### config.mk
export PLATFORM = sky130hd
export DESIGN_NAME = rwd_col_cell
export DESIGN_NICKNAME = d
export VERILOG_FILES = /design/src/hdl/rwd_pkg.sv /design/src/hdl/rwd_col_cell.sv
export SDC_FILE = /design/constraint.sdc
export NUM_CORES = 1
export LEC_CHECK = 0
export ABC_AREA = 1
export BUFFER_PORTS_ARGS = -buffer_cell sky130_fd_sc_hd__buf_2
export CORE_ASPECT_RATIO = 1.75
export CORE_UTILIZATION = 45
export CTS_BUF_LIST = sky130_fd_sc_hd__clkbuf_2 sky130_fd_sc_hd__clkbuf_4 sky130_fd_sc_hd__clkbuf_8
export DETAILED_ROUTE_END_ITERATION = 7
export GPL_TIMING_DRIVEN = 0
export PLACE_DENSITY_LB_ADDON = 0.08
export SLEW_MARGIN = 20
export SYNTH_ARGS = -nofsm -noshare
export SYNTH_HDL_FRONTEND = slang
export SYNTH_SLANG_ARGS = --single-unit
### constraint.sdc
create_clock -name clk -period 1.2 [get_ports clk]
set_clock_uncertainty 0.1 [all_clocks]
set_input_delay 0.18 -clock clk [delete_from_list [all_inputs] [get_ports clk]]
set_output_delay 0.18 -clock clk [all_outputs]
set_load 0.01 [all_outputs]
### src/hdl/rwd_pkg.sv
// Shared types, codes and constants of the RGB 3x3 denoise filter.
package rwd_pkg;

  localparam int MAX_WIDTH_DEF  = 2048;
  localparam int MAX_HEIGHT_DEF = 2048;

  localparam int CFG_W = 12;
  localparam int POS_W = 11;
  localparam int SZ_W  = 14;

  localparam logic [1:0] MODE_GAUSS  = 2'd0;
  localparam logic [1:0] MODE_MEDIAN = 2'd1;
  localparam logic [1:0] MODE_MEAN   = 2'd2;

  localparam logic [1:0] REG_MODE   = 2'd0;
  localparam logic [1:0] REG_WIDTH  = 2'd1;
  localparam logic [1:0] REG_HEIGHT = 2'd2;

  // x / 9 == (x * 7282) >> 16 for x below 2296
  localparam logic [12:0] MEAN_RECIP = 13'd7282;
  localparam int          MEAN_SHIFT = 16;

  localparam int FIFO_DEPTH = 16;
  localparam int FIFO_AW    = 4;

  typedef logic [7:0]       chan_t;
  typedef logic [23:0]      pix_t;
  typedef logic [POS_W-1:0] pos_t;

  typedef struct packed {
    logic ea;
    logic filt;
    logic eb;
    logic ec;
    pos_t row;
    pos_t col;
    pix_t pix;
    pix_t newer;
    pix_t center;
  } meta_t;

  typedef struct packed {
    pix_t pix;
    pos_t row;
    pos_t col;
    logic last;
  } result_t;

endpackage

### src/hdl/rwd_col_cell.sv
// One window column cell: three pixels, shifted on to the next cell.
module rwd_col_cell (
  input  logic          clk,
  input  logic          rst_n,
  input  logic          en,
  input  rwd_pkg::pix_t top_i,
  input  rwd_pkg::pix_t mid_i,
  input  rwd_pkg::pix_t bot_i,
  output rwd_pkg::pix_t top_o,
  output rwd_pkg::pix_t mid_o,
  output rwd_pkg::pix_t bot_o
);
  import rwd_pkg::*;

  pix_t top_r, mid_r, bot_r;

  always_ff @(posedge clk) begin
    if (!rst_n) begin
      top_r <= '0;
      mid_r <= '0;
      bot_r <= '0;
    end else if (en) begin
      top_r <= top_i;
      mid_r <= mid_i;
      bot_r <= bot_i;
    end
  end

  assign top_o = top_r;
  assign mid_o = mid_r;
  assign bot_o = bot_r;

endmodule

==> results by group <==
CTS
  – Clk_lat worst skew: 0.34 ns
  – Quantity of gates resized following cts: 0
  – CTS tree: yes
  – Clock transition at path regs: 0.07 ns
  – CTS H-Tree Depth: 3
  – Root Buffer: clkbuf_8
  – Setup bufs post-CTS: 0
  – Post-CTS Hold Fix Bufs: 0
  – CTS buffer count: 9
  – Clk sinks: 72
  – CTS Buffer Depth: 2

Global routing
  – First-pass GRT wire length: 10610 um
  – Vias in the first global route: 2507
  – Total global-route track usage: 0.2000
  – Grt ovf: 0
  – Largest net degree at the start of global routing: 12
  – Initial antenna violation count: 0

Routing
  – Post-DRT Antenna Nets: 0
  – Vias: roughly 2900
  – Detailed Route Iter0 Violations: 150
  – Average via count per standard cell: 4.223
  – Routed Wire Length: ~6700 um
  – First drt pass iteration count: 4
  – DRC viols: 0
  – WL/cell: slightly below 10 um

Die
  – Starting density of the core: 0.4715
  – Core area: 0.006276 mm^2
  – I/O Pins: 147
  – Number of cell rows: 38
  – Die width: 63.30 um
  – Full die area: 0.006917 mm^2
  – Chip Height: about 110 um

Logic synthesis
  – Yosys cell types: 7
  – Yosys top cell by area: dfxtp_1
  – Yosys top cell area share: 0.4871
  – Leading post-synthesis cells by cell area: dfxtp_1 49%, nand2_1 18%, nor2_1 18%
  – Mapped Cells: approximately 460
  – Post-Syn Area: between 0.002 and 0.003 mm^2
  – Mean post-synth cell area: around 6.5 um^2
  – Post-Syn Nets: 531
  – Post-synthesis register bit count: 72
  – Ys Warns: 0
  – Register area share after synthesis: 0.4871

STA
  – Final WS setup: 0.08090 ns
  – Fmax: 893.6 MHz
  – Final Max Tran Viols: 0
  – Final critical-path share of the clock period: 0.9326
  – Setup TNS: 0 ns
  – Slew at the pin closest to its max-slew limit: about 0.19 ns
  – WHS: between 0.015 and 0.02 ns
  – Endpoints failing hold: 0
  – Fin crit period: 1.119 ns
  – RSZ-0062 raised after global routing: no
  – Rel. slew slack: 0.8757
  – Final Setup Violations: 0

Power and ir drop
  – Pwr per Cell Area: 1321 mW/mm^2
  – Tot Pwr: between 5 and 6 mW
  – Maximum VDD drop: just over 800 uV
  – Pleak: 2.493 nW

Placement
  – Port bufs: 144
  – Placement Cell Area: 0.003780 mm^2
  – RD Place Congestion: 0.8220
  – Placed cells: 680
  – Hpwl dp: 5077 um
  – Setup WS pre-CTS: 0.1878 ns

Worst setup path
  – Critical path's top delay family: flip-flops
  – Critical Path Sink Type: output pin
  – Critical Path RT: between 0.9 and 1 ns
  – Arrival @ worst endpoint: 0.84 ns
  – Worst path bufs/invs: 1
  – Cell Chain, Critical Path: buf_2
  – CP Class: reg2out
  – Worst path max stage delay: around 0.36 ns
  – Critical path startpoint category: register
  – CP max-delay cell: dfxtp_1
  – Worst-path fanout max: 2

Job
  – Max_cap viols: 0

Cells and area
  – Most frequent cells in the layout: 160 x buf_2, 144 x nor2_1, 144 x nand2_1
  – Antenna Cells: 0
  – Design Area, Final: 0.003968 mm^2
  – Core Util, Final: 0.6322
  – Most common cell after layout, fill and taps aside: buf_2
  – Layout cells sized above 1: 0.2987
  – Finished Layout Cells: between 600 and 700
  – Area grow syn2layout: 34.08%
  – Net count, final: 686

Status
  – Status: complete, no violations

Hold path
  – Min-Delay Path Class: in2reg
[synthesized netlist by cell type]
cell     instances
nand2_1        144
nor2_1         144
dfxtp_1         72
inv_1           72
buf_2           16
buf_6            7
buf_4            1
[report_power, final]
group | internal (mW) | switching [mW]
combinational | 0.375 | 0.459
clock | 0.932 | 0.834
sequential | 2.56 | 0.0806
total | 3.87 | 1.37
[path summary, 6_finish.rpt]
path	startpoint	end	slack [ns]	depth (start not counted)
worst max-delay path	mid_o[7]	mid_o[7]	0.08	1
worst min-delay path	bot_i[15]	bot_o[15]	0.02	5
worst max register to register	mid_o[3]	mid_o[3]	0.54	2
worst min register to register	top_o[10]	top_o[10]	0.37	2
[cell type report]
cell class                      count  area (um^2)
Buffer                             24        166.4
Clock buffer                       13        172.7
Clock inverter                      3        15.01
Fill cell                         638         2308
Inverter                           72        270.3
Multi-Input combinational cell    288         1081
Sequential cell                    72         1441
Tap cell                           80        100.1
Timing Repair Buffer              144        720.7
[cells by family (layout without fill, tap and decap cells)]
family	count (synthesis)	after routing	share of synthesized area
buf+inv	96	256	0.1476
flops	72	72	0.4871
simple gates	288	288	0.3653
[per-layer routing]
layer | GRT usage | vias to the layer above | share of wire
met5 | 0 | - | 0
met4 | 0.1364 | 0 | 0.020
met3 | 0.03766 | 12 | 0.056
met2 | 0.3525 | 85 | 0.51
met1 | 0.2141 | 1252 | 0.41
li1 | - | 1590 | -
[registers in the layout (all words and copies together), names as in the netlist]
| name | count |
|---|---|
| top_o | 24 |
| bot_o | 24 |
| mid_o | 24 |
No activity file was read; power rests on OpenSTA's default activity.
