[src/hdl/rwd_pkg.sv]
// Shared types, codes and constants of the RGB 3x3 denoise filter.
package rwd_pkg;

  localparam int MAX_WIDTH_DEF  = 2048;
  localparam int MAX_HEIGHT_DEF = 2048;

  localparam int CFG_W = 12;
  localparam int POS_W = 11;
  localparam int SZ_W  = 14;

  localparam logic [1:0] MODE_GAUSS  = 2'd0;
  localparam logic [1:0] MODE_MEDIAN = 2'd1;
  localparam logic [1:0] MODE_MEAN   = 2'd2;

  localparam logic [1:0] REG_MODE   = 2'd0;
  localparam logic [1:0] REG_WIDTH  = 2'd1;
  localparam logic [1:0] REG_HEIGHT = 2'd2;

  // x / 9 == (x * 7282) >> 16 for x below 2296
  localparam logic [12:0] MEAN_RECIP = 13'd7282;
  localparam int          MEAN_SHIFT = 16;

  localparam int FIFO_DEPTH = 16;
  localparam int FIFO_AW    = 4;

  typedef logic [7:0]       chan_t;
  typedef logic [23:0]      pix_t;
  typedef logic [POS_W-1:0] pos_t;

  typedef struct packed {
    logic ea;
    logic filt;
    logic eb;
    logic ec;
    pos_t row;
    pos_t col;
    pix_t pix;
    pix_t newer;
    pix_t center;
  } meta_t;

  typedef struct packed {
    pix_t pix;
    pos_t row;
    pos_t col;
    logic last;
  } result_t;

endpackage

[src/hdl/rwd_chan_filt.sv]
// Two-stage filter of one color channel over the 3x3 window.
module rwd_chan_filt (
  input  logic          clk,
  input  logic [1:0]    mode,
  input  rwd_pkg::chan_t v_i [9],
  output rwd_pkg::chan_t res_o
);
  import rwd_pkg::*;

  function automatic chan_t min2(input chan_t a, input chan_t b);
    return (a < b) ? a : b;
  endfunction

  function automatic chan_t max2(input chan_t a, input chan_t b);
    return (a > b) ? a : b;
  endfunction

  function automatic chan_t med3(input chan_t a, input chan_t b, input chan_t c);
    return max2(min2(a, b), min2(max2(a, b), c));
  endfunction

  // stage 1: per column sort and weighted sums
  chan_t      lo_r [3], md_r [3], hi_r [3];
  logic [9:0] cs_r [3], ss_r [3];
  chan_t      ctr1_r;
  // stage 2: partial median and totals
  chan_t       mxlo_r, mdmd_r, mnhi_r, ctr2_r;
  logic [11:0] g_r, s_r;

  always_ff @(posedge clk) begin
    for (int j = 0; j < 3; j++) begin
      lo_r[j] <= min2(min2(v_i[j], v_i[3+j]), v_i[6+j]);
      hi_r[j] <= max2(max2(v_i[j], v_i[3+j]), v_i[6+j]);
      md_r[j] <= med3(v_i[j], v_i[3+j], v_i[6+j]);
      cs_r[j] <= 10'(v_i[j]) + {1'b0, v_i[3+j], 1'b0} + 10'(v_i[6+j]);
      ss_r[j] <= 10'(v_i[j]) + 10'(v_i[3+j]) + 10'(v_i[6+j]);
    end
    ctr1_r <= v_i[4];
    mxlo_r <= max2(max2(lo_r[0], lo_r[1]), lo_r[2]);
    mnhi_r <= min2(min2(hi_r[0], hi_r[1]), hi_r[2]);
    mdmd_r <= med3(md_r[0], md_r[1], md_r[2]);
    g_r    <= 12'(cs_r[0]) + {1'b0, cs_r[1], 1'b0} + 12'(cs_r[2]);
    s_r    <= 12'(ss_r[0]) + 12'(ss_r[1]) + 12'(ss_r[2]);
    ctr2_r <= ctr1_r;
  end

  logic [24:0] mean_prod;
  assign mean_prod = 25'(s_r) * 25'(MEAN_RECIP);

  always_comb begin
    case (mode)
      MODE_GAUSS:  res_o = g_r[11:4];
      MODE_MEDIAN: res_o = med3(mxlo_r, mdmd_r, mnhi_r);
      MODE_MEAN:   res_o = mean_prod[MEAN_SHIFT+7:MEAN_SHIFT];
      default:     res_o = ctr2_r;
    endcase
  end

endmodule

[config.mk]
export PLATFORM = sky130hd
export DESIGN_NAME = rwd_chan_filt
export DESIGN_NICKNAME = d
export VERILOG_FILES = /design/src/hdl/rwd_pkg.sv /design/src/hdl/rwd_chan_filt.sv
export SDC_FILE = /design/constraint.sdc
export NUM_CORES = 1
export LEC_CHECK = 0
export BUFFER_PORTS_ARGS = -buffer_cell sky130_fd_sc_hd__buf_2
export CAP_MARGIN = 10
export CELL_PAD_IN_SITES_DETAIL_PLACEMENT = 1
export CELL_PAD_IN_SITES_GLOBAL_PLACEMENT = 2
export CORE_UTILIZATION = 41
export DETAILED_ROUTE_END_ITERATION = 12
export MAX_ROUTING_LAYER = met4
export PLACE_DENSITY = 0.79
export SLEW_MARGIN = 20
export SYNTH_ARGS = -nofsm -noshare
export SYNTH_HDL_FRONTEND = slang
export SYNTH_SLANG_ARGS = --single-unit
[constraint.sdc]
create_clock -name clk -period 7.8 [get_ports clk]
set_clock_uncertainty 0.15 [all_clocks]
set_input_delay 1.56 -clock clk [delete_from_list [all_inputs] [get_ports clk]]
set_output_delay 1.56 -clock clk [all_outputs]
set_load 0.05 [all_outputs]
==> summary.md <==
| Metric | Value |
|---|---|
| Synth area leader | `dfxtp_1` |
| Number of synthesized flops with an enable pin | `0` |
| Number of diodes | `0` |
| FMAX | `0.132 GHz` |
| Clock period minus final worst setup slack | `7.55 ns` |
| Vias | `around 13,000` |
| First-pass GRT wire length | `a little under 80,000 um` |
| Initial core utilization | `0.418` |
| CP max-delay cell | `mux4_2` |
| Chip Width | `204 um` |
| Initial antenna violation count | `8` |
| Fin. Hold Viols | `0` |
| Drt pass-1 iters | `5` |
| Core area | `39,900 um^2` |
| Crit-path max FO | `8` |
| Post-synth ARST share | `0` |
| Tcrit/Tclk final | `0.968` |
| Setup TNS | `0 ns` |
| Gpl congestion | `0.883` |
| CP endpoint kind | `primary output` |
| Port bufs | `slightly above 80` |
| Avg WL per Cell | `21.4 um` |
| CP Launch Type | `register` |
| Met2 Use GR | `0.422` |
| Yosys warning count | `0` |
| Ys flop type | `dfxtp_1` |
| Routed WL | `51,400 um` |
| Clk sinks | `approximately 190` |
| Final ANT Viol Nets | `0` |
| Worst skew pair latency | `0.45 ns` |
| # IOs | `83` |
| Sequential area share after synthesis | `0.230` |
| Cts bufs inserted | `17` |
| Most instantiated cells after synthesis | `300 x ha_1, 269 x inv_1, 192 x dfxtp_1, 108 x o21ai_0, 106 x nand2_1` |
| Vias in the first global route | `around 14,000` |
| Largest net degree at the start of global routing | `19` |
| CTS tree | `done` |
| Initial DRC count | `542` |
| Row count | `73` |
| Final net count | `approximately 2,300` |
| Htree depth | `4` |
| Synth top area cells | `dfxtp_1 23%, ha_1 22%, fa_1 12%, mux2_2 6.9%, inv_1 6.0%` |
| GRT overflow | `0` |
| Slew @ Worst Pin | `1.14 ns` |
| GRT Util Overall | `0.262` |
| Routing usage on met3 | `0.0265` |
| Most used routing layer | `met2` |
| Final Setup Violations | `0` |
| Met1 Resource Use GR | `0.348` |
| Post-Syn Instances | `between 1,500 and 2,000` |
| Post-DP HPWL | `43,700 um` |
| Max_cap viols | `0` |
| Syn Std Cell Area | `16,700 um^2` |
| Worst path arrival time | `5.84 ns` |
| CTS Buffer Depth | `2` |
| Fin cells | `2,398` |
| Crit Path Class | `register to primary output` |
| Status | `finished clean` |
| Worst slew margin | `0.237` |
| Most common cell in the netlist | `ha_1` |
| Req. time, crit path | `6.09 ns` |
| Net Count, Synth | `2,230` |
| Place WS | `-0.227 ns` |
| Hold buffers post-CTS | `0` |
| Reg2reg setup slack | `1.16 ns` |
| Mapped Avg Cell Area | `~9.5 um^2` |
| P&R area growth vs syn | `11.3%` |
| FF+latch count, synth | `192` |
| Die footprint | `41,600 um^2` |
| Root buffer cell | `clkbuf_16` |
| Hold crit path type | `register to register` |
| Synth unique cells | `between 50 and 60` |
| Setup WS post-layout | `0.247 ns` |
| Die height | `204 um` |
| Clk pin slew, worst setup/hold paths | `0.07 ns` |
| RSZ-0062 raised after global routing | `true` |
| Layout cells sized above 1 | `0.147` |
| Final Max Slew Viols | `0` |
| Placed insts | `2,357` |
| # DRC | `0` |
| Most used cell, CP | `ha_1` |
| Via density | `roughly 5.4` |
| Synth top area share | `0.230` |
| CP peak stage delay | `0.47 ns` |
path summary, 6_finish.rpt:
check / depth (start not counted) / startpoint / to
setup / recovery: 26 / mdmd_r[5]$_DFF_P_ / res_o[5]
hold / removal: 0 / ctr1_r[6]$_DFF_P_ / ctr2_r[6]$_DFF_P_
setup reg to reg: 24 / md_r[0][10]$_DFF_P_ / mdmd_r[6]$_DFF_P_
hold reg to reg: 0 / ctr1_r[6]$_DFF_P_ / ctr2_r[6]$_DFF_P_
placed cells by master, fill, tap and decap left out, drive strengths merged, types with 2 or more instances in the layout:
| master | Yosys | layout |
|---|---|---|
| mux2i | 41 | 41 |
| a22oi | 5 | 5 |
| o31ai | 3 | 3 |
| and2 | 2 | 2 |
| nand2b | 11 | 11 |
| o21a | 32 | 32 |
| and4 | 6 | 6 |
| o21bai | 23 | 23 |
| nor3 | 13 | 13 |
| nand3 | 30 | 30 |
| o21ai | 117 | 117 |
| nor2b | 28 | 28 |
| a31oi | 9 | 9 |
| clkbuf | 13 | 19 |
| mux4 | 2 | 2 |
| o2111a | 2 | 2 |
| clkinv | 0 | 5 |
| o211ai | 6 | 6 |
| a21oi | 88 | 88 |
| a211oi | 6 | 6 |
| a221o | 2 | 2 |
| or2 | 2 | 2 |
| a211o | 4 | 4 |
| and3 | 7 | 7 |
| o211a | 2 | 2 |
| xnor2 | 42 | 42 |
| dfxtp | 192 | 192 |
| o22ai | 9 | 9 |
| a311oi | 8 | 8 |
| inv | 269 | 275 |
| nand2 | 107 | 107 |
| xor2 | 15 | 15 |
| buf | 7 | 106 |
| ha | 300 | 300 |
| a21boi | 4 | 4 |
| a21o | 61 | 61 |
| nor2 | 42 | 43 |
| nand4 | 28 | 28 |
| mux2 | 107 | 107 |
| fa | 101 | 101 |
kinds of logic after synthesis:
logic type | share of synthesized area
fa+ha+maj | 0.346
flops | 0.230
simple gates | 0.0801
buf+inv | 0.0658
mux | 0.101
compound gates | 0.148
xor+xnor | 0.0299
layer usage:
metal  share of wire  vias up  wire [um]
li1                -     6288          -
met1            0.48     6313      24800
met2            0.47      221      23900
met3           0.030       47       1520
met4           0.021        0       1100
met5               0        -          0
worst max-delay path: cells and delay by family, from the launching register on:
kind                       cells  cell delay, ns
adders and majority gates      3            0.91
AOI/OAI and AO/OA             11            2.15
buffers and inverters          3            0.36
and+or+nand+nor                7            0.77
DFF                            1            0.35
muxes                          2            0.85
through the flow:
| step | hold WS (ns) | utilization | area (um^2) |
|---|---|---|---|
| global placement | 0.161 | 0.446 | 17800 |
| detailed placement | 0.164 | 0.446 | 17800 |
| CTS | 0.181 | 0.462 | 18400 |
| finish | 0.178 | 0.466 | 18600 |
| global route | 0.180 | 0.466 | 18600 |
| floorplan | 0.160 | - | 16700 |
state kept, by name (all words and copies together), names as in the netlist, 12 cells and up:
| register | count |
|---|---|
| hi_r | 24 |
| ss_r | 30 |
| s_r | 12 |
| md_r | 24 |
| lo_r | 24 |
| cs_r | 30 |
area by class of cell:
class | count | area (um^2)
clock buffer | 18 | 439
clock inverter | 13 | 148
fill | 4552 | 21300
inverter | 269 | 1010
multi-input combinational | 1274 | 11900
sequential | 192 | 3840
tap | 525 | 657
timing repair buffer | 107 | 616
timing repair:
action | in CTS | in global routing
endpoints found under the setup margin | 8 | 8
buffers inserted | 2 | 5
gates cloned | 1 | 0
resized for setup | 13 | 18
pin swaps | 2 | 5
Power is not shown: default switching activity piles up to over one toggle a cycle in this logic, so the estimate is an artifact.
